### src/bpl_pkg.sv
// Package for the bounded positional list unit.
// Holds the capacity, widths, operation and status codes and the result beat type.
// No dependencies.
`default_nettype none

package bpl_pkg;

    localparam int CAPACITY = 16;
    localparam int IDX_W    = $clog2(CAPACITY);
    localparam int CNT_W    = $clog2(CAPACITY + 1);
    localparam int DATA_W   = 32;
    localparam int KIND_W   = 3;
    localparam int POS_W    = 5;
    localparam int STAT_W   = 2;
    localparam int LEN_W    = 5;

    typedef enum logic [KIND_W-1:0] {
        KIND_INS_FRONT = 3'd0,
        KIND_INS_REAR  = 3'd1,
        KIND_INS_AT    = 3'd2,
        KIND_DEL_FRONT = 3'd3,
        KIND_DEL_REAR  = 3'd4,
        KIND_DEL_AT    = 3'd5,
        KIND_DUMP      = 3'd6
    } kind_t;

    typedef enum logic [STAT_W-1:0] {
        ST_OK      = 2'd0,
        ST_INVALID = 2'd1,
        ST_EMPTY   = 2'd2,
        ST_FULL    = 2'd3
    } status_t;

    typedef struct packed {
        status_t             status;
        logic [DATA_W-1:0]   element;
        logic                element_valid;
        logic [LEN_W-1:0]    length;
        logic                last;
    } res_t;

endpackage

`default_nettype wire

### src/bpl_ram.sv
// Generic simple dual-port RAM: one write port, one read port, registered read.
// Read data holds until the next read enable. No dependencies.
`default_nettype none

module bpl_ram #(
    parameter int WIDTH = 32,
    parameter int DEPTH = 16
) (
    input  wire logic                     aclk,
    input  wire logic                     we,
    input  wire logic [$clog2(DEPTH)-1:0] waddr,
    input  wire logic [WIDTH-1:0]         wdata,
    input  wire logic                     re,
    input  wire logic [$clog2(DEPTH)-1:0] raddr,
    output logic      [WIDTH-1:0]         rdata
);

    logic [WIDTH-1:0] mem [DEPTH];

    always_ff @(posedge aclk) begin
        if (we) begin
            mem[waddr] <= wdata;
        end
        if (re) begin
            rdata <= mem[raddr];
        end
    end

endmodule

`default_nettype wire

### src/bpl_seq.sv
// Operation sequencer for the bounded positional list: decodes each item,
// shifts entries through the RAM read/write ports and walks the list on a dump.
// Depends on bpl_pkg.
`default_nettype none

module bpl_seq (
    input  wire logic                           aclk,
    input  wire logic                           aresetn,
    input  wire logic                           in_valid,
    output logic                                in_ready,
    input  wire logic [bpl_pkg::KIND_W-1:0]     in_kind,
    input  wire logic [bpl_pkg::DATA_W-1:0]     in_value,
    input  wire logic [bpl_pkg::POS_W-1:0]      in_position,
    output logic                                res_valid,
    input  wire logic                           res_ready,
    output bpl_pkg::res_t                       res,
    output logic                                ram_we,
    output logic [bpl_pkg::IDX_W-1:0]           ram_waddr,
    output logic [bpl_pkg::DATA_W-1:0]          ram_wdata,
    output logic                                ram_re,
    output logic [bpl_pkg::IDX_W-1:0]           ram_raddr,
    input  wire logic [bpl_pkg::DATA_W-1:0]     ram_rdata
);

    typedef enum logic [2:0] {
        S_IDLE,
        S_INS,
        S_DEL,
        S_DRD,
        S_DOUT,
        S_RESP
    } state_t;

    state_t                        state_reg, state_next;
    logic [bpl_pkg::CNT_W-1:0]     count_reg, count_next;
    logic [bpl_pkg::CNT_W-1:0]     ptr_reg, ptr_next;
    logic [bpl_pkg::CNT_W-1:0]     pos_reg, pos_next;
    logic [bpl_pkg::DATA_W-1:0]    value_reg, value_next;
    bpl_pkg::status_t              status_reg, status_next;
    logic                          pend_reg, pend_next;
    logic [bpl_pkg::IDX_W-1:0]     pend_addr_reg, pend_addr_next;

    logic [bpl_pkg::CNT_W-1:0]     ptr_dec, ptr_inc, count_dec, pos_in, pos_inc;
    logic                          empty, full, dump_last;

    assign ptr_dec   = ptr_reg - 1'b1;
    assign ptr_inc   = ptr_reg + 1'b1;
    assign count_dec = count_reg - 1'b1;
    assign pos_in    = bpl_pkg::CNT_W'(in_position);
    assign pos_inc   = pos_in + 1'b1;
    assign empty     = (count_reg == '0);
    assign full      = (count_reg == bpl_pkg::CNT_W'(bpl_pkg::CAPACITY));
    assign dump_last = (ptr_reg == count_dec);

    always_comb begin
        state_next     = state_reg;
        count_next     = count_reg;
        ptr_next       = ptr_reg;
        pos_next       = pos_reg;
        value_next     = value_reg;
        status_next    = status_reg;
        pend_next      = 1'b0;
        pend_addr_next = pend_addr_reg;

        in_ready  = 1'b0;
        res_valid = 1'b0;
        res       = '{status: status_reg, element: '0, element_valid: 1'b0,
                      length: bpl_pkg::LEN_W'(count_reg), last: 1'b1};

        // a pending read from the previous cycle lands one place over
        ram_we    = 1'b0;
        ram_waddr = pend_addr_reg;
        ram_wdata = ram_rdata;
        ram_re    = 1'b0;
        ram_raddr = ptr_reg[bpl_pkg::IDX_W-1:0];

        case (state_reg)
            S_IDLE: begin
                in_ready = 1'b1;
                if (in_valid) begin
                    value_next  = in_value;
                    status_next = bpl_pkg::ST_OK;
                    state_next  = S_RESP;
                    case (bpl_pkg::kind_t'(in_kind))
                        bpl_pkg::KIND_INS_FRONT,
                        bpl_pkg::KIND_INS_REAR,
                        bpl_pkg::KIND_INS_AT: begin
                            if (bpl_pkg::kind_t'(in_kind) == bpl_pkg::KIND_INS_FRONT) begin
                                pos_next = '0;
                            end else if (bpl_pkg::kind_t'(in_kind) == bpl_pkg::KIND_INS_REAR) begin
                                pos_next = count_reg;
                            end else begin
                                pos_next = pos_in;
                            end
                            ptr_next = count_reg;
                            if (bpl_pkg::kind_t'(in_kind) == bpl_pkg::KIND_INS_AT &&
                                pos_in > count_reg) begin
                                status_next = bpl_pkg::ST_INVALID;
                            end else if (full) begin
                                status_next = bpl_pkg::ST_FULL;
                            end else begin
                                state_next = S_INS;
                            end
                        end
                        bpl_pkg::KIND_DEL_FRONT: begin
                            if (empty) begin
                                status_next = bpl_pkg::ST_EMPTY;
                            end else begin
                                ptr_next   = bpl_pkg::CNT_W'(1);
                                state_next = S_DEL;
                            end
                        end
                        bpl_pkg::KIND_DEL_REAR: begin
                            if (empty) begin
                                status_next = bpl_pkg::ST_EMPTY;
                            end else begin
                                // nothing behind the rear entry to move
                                ptr_next   = count_reg;
                                state_next = S_DEL;
                            end
                        end
                        bpl_pkg::KIND_DEL_AT: begin
                            if (pos_in >= count_reg) begin
                                status_next = bpl_pkg::ST_INVALID;
                            end else begin
                                ptr_next   = pos_inc;
                                state_next = S_DEL;
                            end
                        end
                        bpl_pkg::KIND_DUMP: begin
                            if (empty) begin
                                status_next = bpl_pkg::ST_EMPTY;
                            end else begin
                                ptr_next   = '0;
                                state_next = S_DRD;
                            end
                        end
                        default: begin
                            status_next = bpl_pkg::ST_INVALID;
                        end
                    endcase
                end
            end
            S_INS: begin
                // walk from the tail down to pos: read i-1, write i next cycle
                ram_we = pend_reg;
                if (ptr_reg != pos_reg) begin
                    ram_re         = 1'b1;
                    ram_raddr      = ptr_dec[bpl_pkg::IDX_W-1:0];
                    pend_next      = 1'b1;
                    pend_addr_next = ptr_reg[bpl_pkg::IDX_W-1:0];
                    ptr_next       = ptr_dec;
                end else if (!pend_reg) begin
                    ram_we     = 1'b1;
                    ram_waddr  = pos_reg[bpl_pkg::IDX_W-1:0];
                    ram_wdata  = value_reg;
                    count_next = count_reg + 1'b1;
                    state_next = S_RESP;
                end
            end
            S_DEL: begin
                // walk upward: read i+1, write i next cycle
                ram_we = pend_reg;
                if (ptr_reg != count_reg) begin
                    ram_re         = 1'b1;
                    ram_raddr      = ptr_reg[bpl_pkg::IDX_W-1:0];
                    pend_next      = 1'b1;
                    pend_addr_next = ptr_dec[bpl_pkg::IDX_W-1:0];
                    ptr_next       = ptr_inc;
                end else if (!pend_reg) begin
                    count_next = count_dec;
                    state_next = S_RESP;
                end
            end
            S_DRD: begin
                ram_re     = 1'b1;
                state_next = S_DOUT;
            end
            S_DOUT: begin
                res_valid = 1'b1;
                res       = '{status: bpl_pkg::ST_OK, element: ram_rdata,
                              element_valid: 1'b1,
                              length: bpl_pkg::LEN_W'(count_reg), last: dump_last};
                if (res_ready) begin
                    if (dump_last) begin
                        state_next = S_IDLE;
                    end else begin
                        ptr_next   = ptr_inc;
                        state_next = S_DRD;
                    end
                end
            end
            S_RESP: begin
                res_valid = 1'b1;
                if (res_ready) begin
                    state_next = S_IDLE;
                end
            end
            default: begin
                state_next = S_IDLE;
            end
        endcase
    end

    always_ff @(posedge aclk) begin
        if (!aresetn) begin
            state_reg  <= S_IDLE;
            count_reg  <= '0;
            pend_reg   <= 1'b0;
        end else begin
            state_reg  <= state_next;
            count_reg  <= count_next;
            pend_reg   <= pend_next;
        end
        ptr_reg       <= ptr_next;
        pos_reg       <= pos_next;
        value_reg     <= value_next;
        status_reg    <= status_next;
        pend_addr_reg <= pend_addr_next;
    end

endmodule

`default_nettype wire

### src/bounded_positional_list_unit.sv
// Flow, acceptance to last beat taken: a refused item goes straight to its status result; an
// insert or delete moves one RAM entry per cycle, then drains the pending write and either
// writes the new value or lowers the count; a dump reads out and presents each entry in turn.
// Throughput: one item at a time; the next item is taken once the last beat has left the
// sequencer, while that beat may still wait in the output register.
// Reset: synchronous, active low; clears the element count and handshakes. RAM contents are kept.
`default_nettype none

module bounded_positional_list_unit (
    input  wire logic                         aclk,
    input  wire logic                         aresetn,
    input  wire logic                         s_valid,
    output logic                              s_ready,
    input  wire logic [bpl_pkg::KIND_W-1:0]   s_kind,
    input  wire logic signed [bpl_pkg::DATA_W-1:0] s_value,
    input  wire logic [bpl_pkg::POS_W-1:0]    s_position,
    output logic                              m_valid,
    input  wire logic                         m_ready,
    output logic [bpl_pkg::STAT_W-1:0]        m_status,
    output logic signed [bpl_pkg::DATA_W-1:0] m_element,
    output logic                              m_element_valid,
    output logic [bpl_pkg::LEN_W-1:0]         m_length,
    output logic                              m_last
);

    logic                          res_valid, res_ready;
    bpl_pkg::res_t                 res;
    logic                          ram_we, ram_re;
    logic [bpl_pkg::IDX_W-1:0]     ram_waddr, ram_raddr;
    logic [bpl_pkg::DATA_W-1:0]    ram_wdata, ram_rdata;

    logic                          m_valid_reg;
    bpl_pkg::res_t                 out_reg;

    bpl_ram #(
        .WIDTH(bpl_pkg::DATA_W),
        .DEPTH(bpl_pkg::CAPACITY)
    ) u_ram (
        .aclk  (aclk),
        .we    (ram_we),
        .waddr (ram_waddr),
        .wdata (ram_wdata),
        .re    (ram_re),
        .raddr (ram_raddr),
        .rdata (ram_rdata)
    );

    bpl_seq u_seq (
        .aclk        (aclk),
        .aresetn     (aresetn),
        .in_valid    (s_valid),
        .in_ready    (s_ready),
        .in_kind     (s_kind),
        .in_value    (s_value),
        .in_position (s_position),
        .res_valid   (res_valid),
        .res_ready   (res_ready),
        .res         (res),
        .ram_we      (ram_we),
        .ram_waddr   (ram_waddr),
        .ram_wdata   (ram_wdata),
        .ram_re      (ram_re),
        .ram_raddr   (ram_raddr),
        .ram_rdata   (ram_rdata)
    );

    // output register: the sequencer moves on while a beat waits here
    assign res_ready = !m_valid_reg || m_ready;

    always_ff @(posedge aclk) begin
        if (!aresetn) begin
            m_valid_reg <= 1'b0;
        end else if (res_ready) begin
            m_valid_reg <= res_valid;
        end
        if (res_ready && res_valid) begin
            out_reg <= res;
        end
    end

    assign m_valid         = m_valid_reg;
    assign m_status        = out_reg.status;
    assign m_element       = out_reg.element;
    assign m_element_valid = out_reg.element_valid;
    assign m_length        = out_reg.length;
    assign m_last          = out_reg.last;

endmodule

`default_nettype wire

### config.mk
export PLATFORM = sky130hd
export DESIGN_NAME = bounded_positional_list_unit
export DESIGN_NICKNAME = d
export VERILOG_FILES = /design/src/bpl_pkg.sv /design/src/bpl_ram.sv /design/src/bpl_seq.sv /design/src/bounded_positional_list_unit.sv
export SDC_FILE = /design/constraint.sdc
export NUM_CORES = 1
export LEC_CHECK = 0
export ABC_CLOCK_PERIOD_IN_PS = 9700
export BUFFER_PORTS_ARGS = -buffer_cell sky130_fd_sc_hd__buf_2
export CAP_MARGIN = 5
export CORE_UTILIZATION = 31
export CTS_CLUSTER_DIAMETER = 150
export DETAILED_ROUTE_END_ITERATION = 10
export PLACE_DENSITY_LB_ADDON = 0.15
export SLEW_MARGIN = 20
export SYNTH_ARGS = -nofsm -noshare
export SYNTH_HDL_FRONTEND = slang
export SYNTH_SLANG_ARGS = --single-unit
### constraint.sdc
create_clock -name aclk -period 9.7 [get_ports aclk]
set_clock_uncertainty 0.05 [all_clocks]
set_input_delay 0.97 -clock aclk [delete_from_list [all_inputs] [get_ports aclk]]
set_output_delay 0.97 -clock aclk [all_outputs]
set_load 0.005 [all_outputs]
# Word level (Yosys, flattened, before mapping)

Memory sizes are Yosys's and may differ from the RTL's. A register that Yosys moved wholly into a read port is not among the register bits.
Cells that the tools add are included.

Mux-type cells: 58
Order comparisons: 2
Equal/unequal tests: 30
$add $sub $neg: 5
Reduce and logical (&&, ||, !) cells: 19

Operator list:

| kind                                                 | count |
|---|---|
| two-way mux 32 bit                                   | 3 |
| two-way mux 5 bit                                    | 14 |
| two-way mux 3 bit                                    | 11 |
| two-way mux 4 bit                                    | 7 |
| one-hot mux 5 bit (5 select lines)                   | 1 |
| one-hot mux 5 bit (4 select lines)                   | 1 |
| one-hot mux 3 bit (6 select lines)                   | 1 |
| != test 2 bit (second input constant)                | 8 |
| adder 5 x 1 -> 5 bit (second input constant)         | 3 |
| equality test 3 bit (second input constant)          | 5 |
| equality test 3 x 2 -> 1 bit (second input constant) | 4 |
| != test 3 bit (second input constant)                | 4 |
| one-hot mux 3 bit (4 select lines)                   | 1 |
| AND reduction 11 bit                                 | 1 |
| != test 5 bit                                        | 2 |
| one-hot mux 5 bit (2 select lines)                   | 1 |
| AND reduction 5 bit                                  | 2 |
| subtractor 5 x 1 -> 5 bit (second input constant)    | 2 |
| two-way mux 1 bit                                    | 8 |
| two-way mux 2 bit                                    | 4 |
| one-hot mux 4 bit (2 select lines)                   | 1 |
| two-way mux 7 bit                                    | 1 |
| equality test 3 x 1 -> 1 bit (second input constant) | 2 |
| zero test 3 bit                                      | 2 |
| 19 further kinds                                     | 25 |

RAM bits: 512
Input bits: 44
Flip-flop bits (word level): 99
Logic and storage cells: 129
Memories: 1
Output and inout port bits: 43

Memory list:

| name      | words | bits a word | read ports | clocked after memory_dff | wr ports | line          | text |
|---|---|---|---|---|---|---|---|
| u_ram.mem | 16    | 32          | 1          | 1                        | 1        | bpl_ram.sv:18 | `logic [WIDTH-1:0] mem [DEPTH];` |

# Depth between registers and ports, before layout

Gate-level depths: netlist of the first run.

Depth in word-level cells: 6
Gate-level depth with buffers: 12
Mapped depth without buffers: 9

# Modules after synthesis

A second synthesis of the first run with hierarchy kept.

Cells, all modules: 1270
Area total of the unflattened synthesis: 25360.6 um2

Modules (own cells, without submodules):

| module                       | cells each | seq. area each (um2) | instances | area an instance (um2) |
|---|---|---|---|---|
| bpl_ram                      | 838        | 16335.7              | 1         | 20155.6 |
| bpl_seq                      | 386        | 1621.6               | 1         | 3916.3 |
| bounded_positional_list_unit | 46         | 1251.2               | 1         | 1288.7 |

# Worst setup path after synthesis of the first run

OpenSTA, ideal clock, no wires.

Path kind: reg2reg
Start point: register u_seq.ptr_reg[1] (netlist bit)
End point: memory u_ram.mem[14][0], enable pin
Data required time: 9229 ps
Period minus slack after synthesis: 3774 ps
Arrival time: 3303 ps
Setup slack: 5926 ps
Buffers on the path: 3
Cell stages (with the launch flop): 10
Setup time: 421 ps
Cells stage by stage: edfxtp_1 > buf_2 > xnor2_1 > and3_1 > buf_2 > nand2_1 > nor3_1 > clkbuf_1 > a32oi_1 > nor2_1

Cells in the longest elaborated chain, start to end: 5
Elaborated cells on any way between the ends: 7
Classes of those cells: eq/ne (1); mux (6)

RTL lines:

| what                                    | line           | text |
|---|---|---|
| start: declaration                      | bpl_seq.sv:36  | `logic [bpl_pkg::CNT_W-1:0] ptr_reg, ptr_next;` |
| start signal: assignment                | bpl_seq.sv:215 | `ptr_reg <= ptr_next;` |
| != test 5 bit (*)                       | bpl_seq.sv:147 | `if (ptr_reg != pos_reg) begin` |
| two-way mux 1 bit                       | bpl_seq.sv:147 |  |
| one-hot mux 1 bit (2 select lines)      | bpl_seq.sv:77  | `case (state_reg)` |
| two-way mux 1 bit                       | bpl_ram.sv:21  | `if (we) begin` |
| two-way mux 1 bit (not written as such) | bpl_ram.sv:22  | `mem[waddr] <= wdata;` |
| end: declaration                        | bpl_ram.sv:18  |  |

Mark *: on every way between the ends. The rest lies on a longest branch, timed or not.

# Worst setup path after layout of the first run

Start point: register u_seq.ptr_reg[2] (netlist bit)
End point: register u_ram.rdata[21], read port of u_ram.mem, data pin

Cells in the longest elaborated chain, start to end: 3
Elaborated cells on any way between the ends: 8
Classes of those cells: add/sub (1); eq/ne (2); mux (5)

RTL lines:

| what                                                                           | line           | text |
|---|---|---|
| subtractor 5 x 1 -> 5 bit (tied with other cells)                              | bpl_seq.sv:46  | `assign ptr_dec = ptr_reg - 1'b1;` |
| two-way mux 4 bit (tied with other cells)                                      | bpl_seq.sv:147 |  |
| two-way mux 4 bit / one-hot mux 1 bit (3 select lines) (equally long branches) | n/a            |  |
| end: declaration                                                               | bpl_ram.sv:15  | `output logic [WIDTH-1:0] rdata` |

Several ways; a longest one is shown, not always the timed one.
A chain may end at the register's enable or synchronous reset.

==> flow_metrics.tcl, run 1 <==
set metrics [dict create \
    port_buffers 86 \
    coreArea_mm2 0.0840 \
    post_cts_buffers 0 \
    ys_top_cells_by_area "edfxtp_1 72%, mux2_2 4.8%, a221oi_1 3.2%" \
    cap_violations 0 \
    clk_pin_slew_ns 0.06 \
    ys_ff_latch 643 \
    yosysWarningCount 0 \
    largest_reg_flops 512 \
    area_delta_synth_final_pct 15.2 \
    crit_cells 9 \
    power_w 0.0109 \
    cp_cell_sequence "xnor2_1 -> and3_1 -> mux2_4 -> nor2_4 -> buf_4 -> buf_12 -> mux2_2 -> a221oi_1 -> o221ai_1" \
    rsz0062_at_grt "no" \
    slowest_delay_ns 0.89 \
    min_to "m_status[1]" \
    gr-total-overflow 0 \
    first_pass_iters 5 \
    slew_viol_final 0 \
    wl_mm 75.0 \
    rows 106 \
    clockBufferDepth 3 \
    endpoint_kind "flip-flop" \
    regToRegSetupSlack_ns 5.08 \
    dr_total_vias 15300 \
    fin_tns_setup_ns 0 \
    syn_area_per_cell_um2 15.7 \
    r2r-end "u_ram.rdata[21]" \
    dpl.hpwl_mm 37.4 \
    cts_tree "done" \
    crit_fanout 155 \
    regMostFlops "u_ram.mem" \
    final_nets 1807 \
    synthCells 1680 \
    yosys.area.top_type_share_pct 72.0 \
    die_w_um 294 \
    fin_ws_ns 5.08 \
    ir_drop_mv 0.345 \
    initial_core_util_pct 31.5 \
    drive_gt1_share_pct 20.5 \
    detail_route.wl_per_cell_um 25.5 \
    numCtsBuffers 74 \
    grt_pass1_vias 15600 \
    reg2reg_depth 9 \
    synth-edff-count 633 \
    critPathLaunchType "flip-flop" \
    crit_family "buffers and inverters" \
    insertion_delay_ns 0.61 \
    min_period_over_period_pct 47.6 \
    globalRouteTotalUtil_pct 17.4 \
    final_cell_mix "633 x edfxtp_1, 172 x nand2_1, 112 x mux2_2, 97 x a221oi_1, 86 x buf_2" \
    setup_viol 0 \
    synth_flop_cell "edfxtp_1" \
    pre_cts_ws_ns 5.22 \
    worstMarginPinSlew_ns 1.24 \
    crit_type "reg -> reg" \
    gp_congestion 0.810 \
    slew_headroom_pct 17.4 \
    hold_path_class "reg -> reg" \
    holdPathStages 1 \
    fin_cells 2940 \
    syn_area_mm2 0.0264 \
    antenna_left 0 \
    layout_commonest_cell "edfxtp_1" \
    synth_seq_area_share_pct 72.7 \
    clock.fmax_mhz 217 \
    cp_slowest_cell "edfxtp_1" \
    cts.sinks 643 \
    yosysUniqueCellTypes 66 \
    leakage_nw 10.0 \
    place_inst 2811 \
    cts.repair.resized 0 \
    critPathRequiredTime_ns 9.97 \
    ios 87 \
    cp_num_buf_inv 2 \
    grt_first_pass_wirelength_mm 109 \
    cts_hold_buf 0 \
    async_flop_share_pct 0 \
    antenna_found_initial 1 \
    hp-start "u_seq.status_reg[1]" \
    cp.arrival_ns 4.89 \
    finish.utilization_pct 36.2 \
    drtIter0Drc 1121 \
    vias_per_cell 5.19 \
    min_period_ns 4.62 \
    syn_nets 1734 \
    grt_max_degree 160 \
    htree_levels 3 \
    die_h_um 294 \
    powerDensity_mw_per_mm2 360 \
    clockRootBuffer "clkbuf_16" \
    fp.dieArea_mm2 0.0864 \
    synth_area_leader_cell "edfxtp_1" \
    hold_viol 0 \
    status "finished, final reports clean" \
    drc 0 \
    r2r_start "u_seq.ptr_reg[2]" \
]
==> cells by family (layout without fill, tap and decap cells) <==
logic type,count (synthesis),after routing,synth area share (%)
buffers and inverters,143,268,2.65
adder cells (fa/ha/maj),10,10,0.474
multiplexers,132,132,5.67
AND/OR/NAND/NOR,329,329,5.76
flip-flops,643,643,72.7
AO/OA/AOI/OAI,394,394,11.7
XOR/XNOR,29,29,0.962
other,0,1,0
==> layout make-up <==
class	count	area [um^2]
fillers	7907	53500
flip-flops and latches	643	19200
multi-input cells	894	6700
clock buffers	92	1940
well taps	1134	1420
repair buffers	121	718
clock inverters	36	359
inverters	19	71.3
diodes	1	2.50
==> cells in the mapped netlist, drive strengths merged, types with 2 or more instances <==
library cell    n
xnor2          21
nor2           40
a221o          63
o21a            2
o2111ai         2
nor3           17
nor2b           6
a32oi           2
and2           10
a21oi          56
nand3          19
and3           38
nand3b          2
mux2          128
a21o           40
clkbuf         63
or2             4
buf            61
edfxtp        633
nand2         173
dfxtp          10
a211oi          4
a22o            2
inv            19
nand4           2
nand2b          6
a221oi         97
a22oi           4
o22ai           5
or3             3
o221ai         34
o31ai           2
nor3b           4
o211ai         33
xor2            8
nor4            2
ha             10
o21ai          29
a31oi           7
mux2i           4
o211a           2
a21boi          2
==> report_power, final <==
group          leakage [nW]  internal [W]  switching, W
registers              5.82       0.00381      0.000182
clock network          1.13       0.00160       0.00110
logic                  3.08       0.00145       0.00280
==> worst max-delay path by stage <==
| stage | start | end | slack, ns |
|---|---|---|---|
| global placement | u_seq.ptr_reg[2] | u_ram.rdata[9] | 5.27 |
| finish | u_seq.ptr_reg[2] | u_ram.rdata[21] | 5.08 |
| floorplan | u_seq.ptr_reg[1] | u_ram.mem[14][0] | 5.93 |
| global route | u_seq.state_reg[0] | u_ram.rdata[3] | 4.79 |
| detailed placement | u_seq.ptr_reg[2] | u_ram.rdata[3] | 5.22 |
| CTS | u_seq.ptr_reg[2] | u_ram.mem[10][30] | 5.21 |
==> per-stage QoR <==
stage | cell area (um^2) | hold slack [ns]
after detailed placement | 28100 | 0.467
after global placement | 28100 | 0.460
final | 30400 | 0.471
after CTS | 30400 | 0.441
after global routing | 30400 | 0.453
after floorplan | 26400 | 0.356
==> metal layers <==
metal | GRT usage, % | vias up | wire length, um
li1 | - | 6878 | -
met1 | 23.5 | 7950 | 34000
met2 | 28.7 | 337 | 36200
met3 | 2.67 | 86 | 3280
met4 | 4.97 | 0 | 1510
met5 | 0 | - | 0
==> worst reg2reg max path, delay by kind of cell (launching register included) <==
kind | cells | cell delay (ns)
mux | 2 | 1.24
buf+inv | 2 | 0.95
flops | 1 | 0.89
compound gates | 2 | 0.51
simple gates | 2 | 0.48
xor+xnor | 1 | 0.23
Note: power is estimated with default switching activity, not from simulation.
==> inputs of run 2 (changes only) <==
--- a/config.mk
+++ b/config.mk
@@ -5,7 +5,8 @@
 export SDC_FILE = /design/constraint.sdc
 export NUM_CORES = 1
 export LEC_CHECK = 0
-export ABC_CLOCK_PERIOD_IN_PS = 9700
+export ABC_AREA = 1
+export ABC_CLOCK_PERIOD_IN_PS = 4100
 export BUFFER_PORTS_ARGS = -buffer_cell sky130_fd_sc_hd__buf_2
 export CAP_MARGIN = 5
 export CORE_UTILIZATION = 31
==> constraint.sdc (replaced) <==
create_clock -name aclk -period 4.1 [get_ports aclk]
set_clock_uncertainty 0.05 [all_clocks]
set_input_delay 0.41 -clock aclk [delete_from_list [all_inputs] [get_ports aclk]]
set_output_delay 0.41 -clock aclk [all_outputs]
set_load 0.005 [all_outputs]
==> run 2 against run 1 <==
Compared with the run above:
- global-route usage is 0.12 points lower
- clock power rose by 130%
- non-clock buffer count up 99
- total power rose by 140%
- flip-flop and latch count stayed put
- first-iteration DRC count increased by 10%
- via count is 27% higher
- sequential share of layout area fell by 5.6 points
- setup slack worse by 4.6 ns
==> flow_metrics.tcl, run 2 <==
set metrics [dict create \
    slowest_delay_ns 0.66 \
    slew_headroom_pct 41.0 \
    powerDensity_mw_per_mm2 782 \
    clockRootBuffer "clkbuf_16" \
    numCtsBuffers 77 \
    yosys.area.top_type_share_pct 66.8 \
    cts.sinks 643 \
    largest_reg_flops 512 \
    antenna_found_initial 0 \
    yosysUniqueCellTypes 42 \
    ys_ff_latch 643 \
    detail_route.wl_per_cell_um 19.2 \
    fp.dieArea_mm2 0.0930 \
    yosysWarningCount 0 \
    syn_nets 2789 \
    clockBufferDepth 3 \
    endpoint_kind "flip-flop" \
    grt_pass1_vias 19300 \
    worstMarginPinSlew_ns 0.882 \
    gr-total-overflow 0 \
    initial_core_util_pct 31.5 \
    cp_cell_sequence "inv_4 -> nand2_1 -> nand2_1 -> nor2_2 -> nand3_2 -> nor2_2 -> inv_2 -> or2_4 -> o21ai_1 -> nand3_1 -> nor2_4 -> buf_4" \
    htree_levels 3 \
    cts_tree "done" \
    port_buffers 86 \
    wl_met2_mm 37.3 \
    slew_viol_final 0 \
    cap_violations 0 \
    globalRouteTotalUtil_pct 17.2 \
    dr_total_vias 19300 \
    drc 0 \
    vias_per_cell 4.69 \
    hold_viol 0 \
    clk_pin_slew_ns 0.06 \
    hold_path_class "in -> reg" \
    grt_max_degree 97 \
    cp_num_buf_inv 3 \
    min_period_over_period_pct 87.6 \
    insertion_delay_ns 0.63 \
    die_h_um 305 \
    async_flop_share_pct 0 \
    dpl.hpwl_mm 47.0 \
    fin_tns_setup_ns 0 \
    wl_mm 79.4 \
    ys_top_cells_by_area "edfxtp_1 67%, nand3_1 11%, inv_1 7.9%" \
    drtIter0Drc 1237 \
    ir_drop_mv 0.739 \
    rsz0062_at_grt "no" \
    critPathRequiredTime_ns 4.29 \
    coreArea_mm2 0.0904 \
    crit_type "reg -> reg" \
    cp_slowest_cell "edfxtp_1" \
    dr.max_layer_used "met4" \
    synthCells 2735 \
    fin_cells 4127 \
    leakage_nw 14.1 \
    antenna_left 0 \
    syn_area_per_cell_um2 10.4 \
    final_cell_mix "635 x nand3_1, 633 x edfxtp_1, 599 x inv_1, 461 x nand2_1, 93 x buf_4" \
    drive_gt1_share_pct 11.2 \
    grt_first_pass_wirelength_mm 121 \
    place_inst 3964 \
    gp_congestion 0.813 \
    ios 87 \
    met1_length_mm 37.2 \
    yosysMostFrequentCell "nand3_1" \
    rows 110 \
    min_period_ns 3.59 \
    synth_flop_cell "edfxtp_1" \
    synth_area_leader_cell "edfxtp_1" \
    cp.arrival_ns 3.79 \
    synth_seq_area_share_pct 67.5 \
    antenna_cells 0 \
    area_delta_synth_final_pct 17.2 \
    synth_common_cells "636 x nand3_1, 633 x edfxtp_1, 599 x inv_1" \
    crit_fanout 22 \
    setup_viol 0 \
    crit_family "simple AND/OR/NAND/NOR gates" \
    die_w_um 305 \
    syn_area_mm2 0.0284 \
    final_nets 2954 \
    first_pass_iters 5 \
    clock.fmax_mhz 278 \
    dr_wl_met3_mm 3.33 \
    critPathLaunchType "flip-flop" \
    synth-edff-count 633 \
    cts.repair.resized 0 \
    whs_ns 0.129 \
    layout_commonest_cell "nand3_1" \
    regMostFlops "u_ram.mem" \
    status "finished, final reports clean" \
]
-- run 2: cell count changes after synthesis, sizes merged, moves of 37 or more --
cell | before | now
a21o | 40 | 0
a221o | 63 | 0
a221oi | 97 | 1
and3 | 38 | 1
buf | 61 | 104
inv | 19 | 605
mux2 | 128 | 0
nand2 | 173 | 467
nand3 | 19 | 638
nor2 | 40 | 113
-- run 2: report_power, final --
part	switching (W)	internal (W)	leakage, nW	total (W)
clock network	0.00266	0.00365	1.13	0.00631
logic	0.00761	0.00288	7.10	0.0105
registers	0.000272	0.00901	5.83	0.00928
-- run 2: timing repair --
action	4_1_cts	5_1_grt
setup buffers	0	0
hold endpoints to repair	35	0
hold buffers	33	0
-- run 2: stage by stage --
step           power, W  setup slack, ns  cell area, um^2  utilization, %
2_1_floorplan    0.0158            0.524            28400               -
3_3_place_gp     0.0200            0.554            30700            34.0
3_5_place_dp     0.0201            0.543            30700            34.0
4_1_cts          0.0265            0.517            33300            36.9
5_1_grt          0.0277            0.327            33300            36.9
6_report         0.0261            0.509            33300            36.9
-- run 2: routing by layer --
| layer | vias up | GRT usage (%) |
|---|---|---|
| li1 | 9298 | - |
| met1 | 9521 | 23.7 |
| met2 | 414 | 28.3 |
| met3 | 103 | 2.61 |
| met4 | 0 | 4.44 |
| met5 | - | 0 |
-- run 2: final timing paths --
path                                         start            endpoint  slack (ns)  cells past startpoint
worst min register to register  u_seq.state_reg[1]  u_seq.state_reg[1]        0.47                      2
worst max-delay path              u_seq.ptr_reg[0]     u_ram.mem[0][8]        0.51                     12
worst max register to register    u_seq.ptr_reg[0]     u_ram.mem[0][8]        0.51                     12
worst min-delay path                       m_ready             m_valid        0.13                      4
-- run 2: final cells by class --
cell class | count | area (um^2)
clock buffers | 96 | 2050
clock inverters | 34 | 236
fillers | 8884 | 57100
inverters | 606 | 2280
multi-input cells | 1352 | 6490
flip-flops and latches | 643 | 19200
well taps | 1176 | 1470
repair buffers | 220 | 1620
-- run 2: cell families (layout without fill, tap and decap cells) --
| logic type | Yosys count | after routing | share of synthesized area (%) |
|---|---|---|---|
| AND/OR/NAND/NOR | 1233 | 1233 | 19.3 |
| buffers and inverters | 740 | 956 | 10.5 |
| multiplexers | 1 | 1 | 0.0352 |
| AO/OA/AOI/OAI | 94 | 94 | 1.79 |
| flip-flops | 643 | 643 | 67.5 |
| XOR/XNOR | 14 | 14 | 0.431 |
| adder cells (fa/ha/maj) | 10 | 10 | 0.440 |
-- run 2: worst register-to-register path, delay by kind of cell (launching register included) --
family,cells,cell delay (ns)
flip-flops,1,0.66
buffers and inverters,3,0.62
AND/OR/NAND/NOR,8,1.56
AO/OA/AOI/OAI,1,0.32
==> inputs of run 3 (changes only) <==
--- a/config.mk
+++ b/config.mk
@@ -7,11 +7,11 @@
 export LEC_CHECK = 0
 export ABC_AREA = 1
 export ABC_CLOCK_PERIOD_IN_PS = 4100
-export BUFFER_PORTS_ARGS = -buffer_cell sky130_fd_sc_hd__buf_2
 export CAP_MARGIN = 5
 export CORE_UTILIZATION = 31
 export CTS_CLUSTER_DIAMETER = 150
 export DETAILED_ROUTE_END_ITERATION = 10
+export DONT_BUFFER_PORTS = 1
 export PLACE_DENSITY_LB_ADDON = 0.15
 export SLEW_MARGIN = 20
 export SYNTH_ARGS = -nofsm -noshare
==> run 3 against run 2 <==
Compared with the run above:
- global-route usage fell by 0.46 points
- total power fell by 0.11%
- maximum frequency rose by 4.3%
- first-iteration DRC count fell by 7.0%
- final cell count fell by 2.1%
- setup slack improved by 0.15 ns
- utilization fell by 0.35 points
- design area fell by 0.96%
- critical endpoint is now u_ram.mem[15][23]
- largest cell class unchanged
==> flow_metrics.tcl, run 3 (synthesized netlist as in run 2, its figures left out) <==
set metrics [dict create \
    final_cell_mix "635 x nand3_1, 633 x edfxtp_1, 599 x inv_1, 461 x nand2_1, 92 x nor2_1" \
    leakage_nw 13.7 \
    r2r_start "u_seq.ptr_reg[0]" \
    rows 110 \
    ios 87 \
    gr-total-overflow 0 \
    insertion_delay_ns 0.64 \
    drc 0 \
    regMostFlops "u_ram.mem" \
    vias_per_cell 4.66 \
    cap_violations 0 \
    seqPwrFrac_pct 35.8 \
    reg2reg_depth 14 \
    crit_start "u_seq.ptr_reg[0]" \
    hold_path_class "in -> reg" \
    clockRootBuffer "clkbuf_16" \
    whs_ns 0.0755 \
    antenna_left 0 \
    switchingPower_w 0.0106 \
    largest_reg_flops 512 \
    powerDensity_mw_per_mm2 788 \
    endpoint_kind "flip-flop" \
    slew_viol_final 0 \
    status "finished, final reports clean" \
    antenna_found_initial 0 \
    combPwrFrac_pct 40.1 \
    clock.fmax_mhz 290 \
    gp_congestion 0.822 \
    detail_route.wl_per_cell_um 19.1 \
    cts_tree "done" \
    dpl.hpwl_mm 45.5 \
    drive_gt1_share_pct 8.24 \
    min_period_ns 3.44 \
    grt_max_degree 98 \
    fp.dieArea_mm2 0.0930 \
    dr_total_vias 18800 \
    layout_commonest_cell "nand3_1" \
    critPathRequiredTime_ns 4.34 \
    die_w_um 305 \
    coreArea_mm2 0.0904 \
    setup_viol 0 \
    antenna_cells 0 \
    final_nets 2858 \
    cts.sinks 643 \
    htree_levels 3 \
    worstMarginPinSlew_ns 1.02 \
    swShare_pct 40.8 \
    clk_pin_slew_ns 0.06 \
    critPathLaunchType "flip-flop" \
    first_pass_iters 5 \
    fin_cells 4040 \
    numCtsBuffers 76 \
    regToRegSetupSlack_ns 0.66 \
    fin_ws_ns 0.656 \
    ir_drop_mv 0.819 \
    cp.arrival_ns 3.68 \
    hold_viol 0 \
    grt_pass1_vias 19000 \
    port_buffers 0 \
    clockBufferDepth 3 \
    cts.repair.resized 0 \
    slew_headroom_pct 31.4 \
    crit_type "reg -> reg" \
    endpoint "u_ram.mem[15][23]" \
    globalRouteTotalUtil_pct 16.8 \
    min_period_over_period_pct 84.0 \
    grt_first_pass_wirelength_mm 118 \
    die_h_um 305 \
    rsz0062_at_grt "no" \
    clockPowerShare_pct 24.1 \
    fin_tns_setup_ns 0 \
    pre_cts_ws_ns 0.683 \
    place_inst 3865 \
    area_delta_synth_final_pct 16.1 \
    r2r-end "u_ram.mem[15][23]" \
    crit_fanout 41 \
    drtIter0Drc 1150 \
    wl_mm 77.1 \
    initial_core_util_pct 31.5 \
    internal-power_w 0.0154 \
]
-- run 3: cell type report --
cell class              instances  area, um^2
flip-flops and latches        643       19200
clock inverters                43         256
inverters                     606        2280
fillers                      8943       57400
well taps                    1176        1470
repair buffers                125        1280
clock buffers                  95        2040
multi-input cells            1352        6500
-- run 3: power by group through the flow --
stage | registers, W | logic, W | clock network [W]
2_1_floorplan | 0.00934 | 0.00647 | 0
3_3_place_gp | 0.00947 | 0.0105 | 0
3_5_place_dp | 0.00947 | 0.0106 | 0
4_1_cts | 0.00934 | 0.0106 | 0.00646
5_1_grt | 0.00940 | 0.0116 | 0.00670
6_report | 0.00933 | 0.0104 | 0.00628
-- run 3: worst min path at each step --
stage                       start                   to  cells past startpoint
2_1_floorplan  u_seq.count_reg[2]          m_length[2]                      0
3_3_place_gp   u_seq.state_reg[1]   u_seq.state_reg[1]                      2
3_5_place_dp          s_value[26]  u_seq.value_reg[26]                      0
4_1_cts             s_position[0]     u_seq.pos_reg[0]                      2
5_1_grt             s_position[0]     u_seq.pos_reg[0]                      2
6_report                  m_ready              m_valid                      3
-- run 3: worst max-delay path, stage by stage (launching register included) --
cell and delay, ns:
edfxtp_1 0.52, buf_4 0.23, nand2_1 0.07, nand2_1 0.06, nor2_2 0.11, nand3_2 0.19, nor2_2 0.15, inv_2 0.06
or2_4 0.42, nand2_1 0.11, o21ai_1 0.11, inv_1 0.11, nand3_1 0.34, nor2_4 0.20, buf_4 0.32
-- run 3: repair_timing --
action	CTS	global route
hold buffers	37	0
hold endpoints to repair	46	0
setup buffers	0	0
-- run 3: metrics by stage --
step	power, W	util (%)	area, um^2
floorplan	0.0158	-	28400
global placement	0.0200	33.6	30400
detailed placement	0.0200	33.6	30400
CTS	0.0264	36.5	33000
global route	0.0277	36.5	33000
finish	0.0260	36.5	33000
-- run 3: layer usage --
layer / share of wire, % / track usage (%)
met3: 4.5 / 2.76
met2: 47 / 27.2
met5: 0 / 0
met4: 2.8 / 5.70
met1: 46 / 22.7
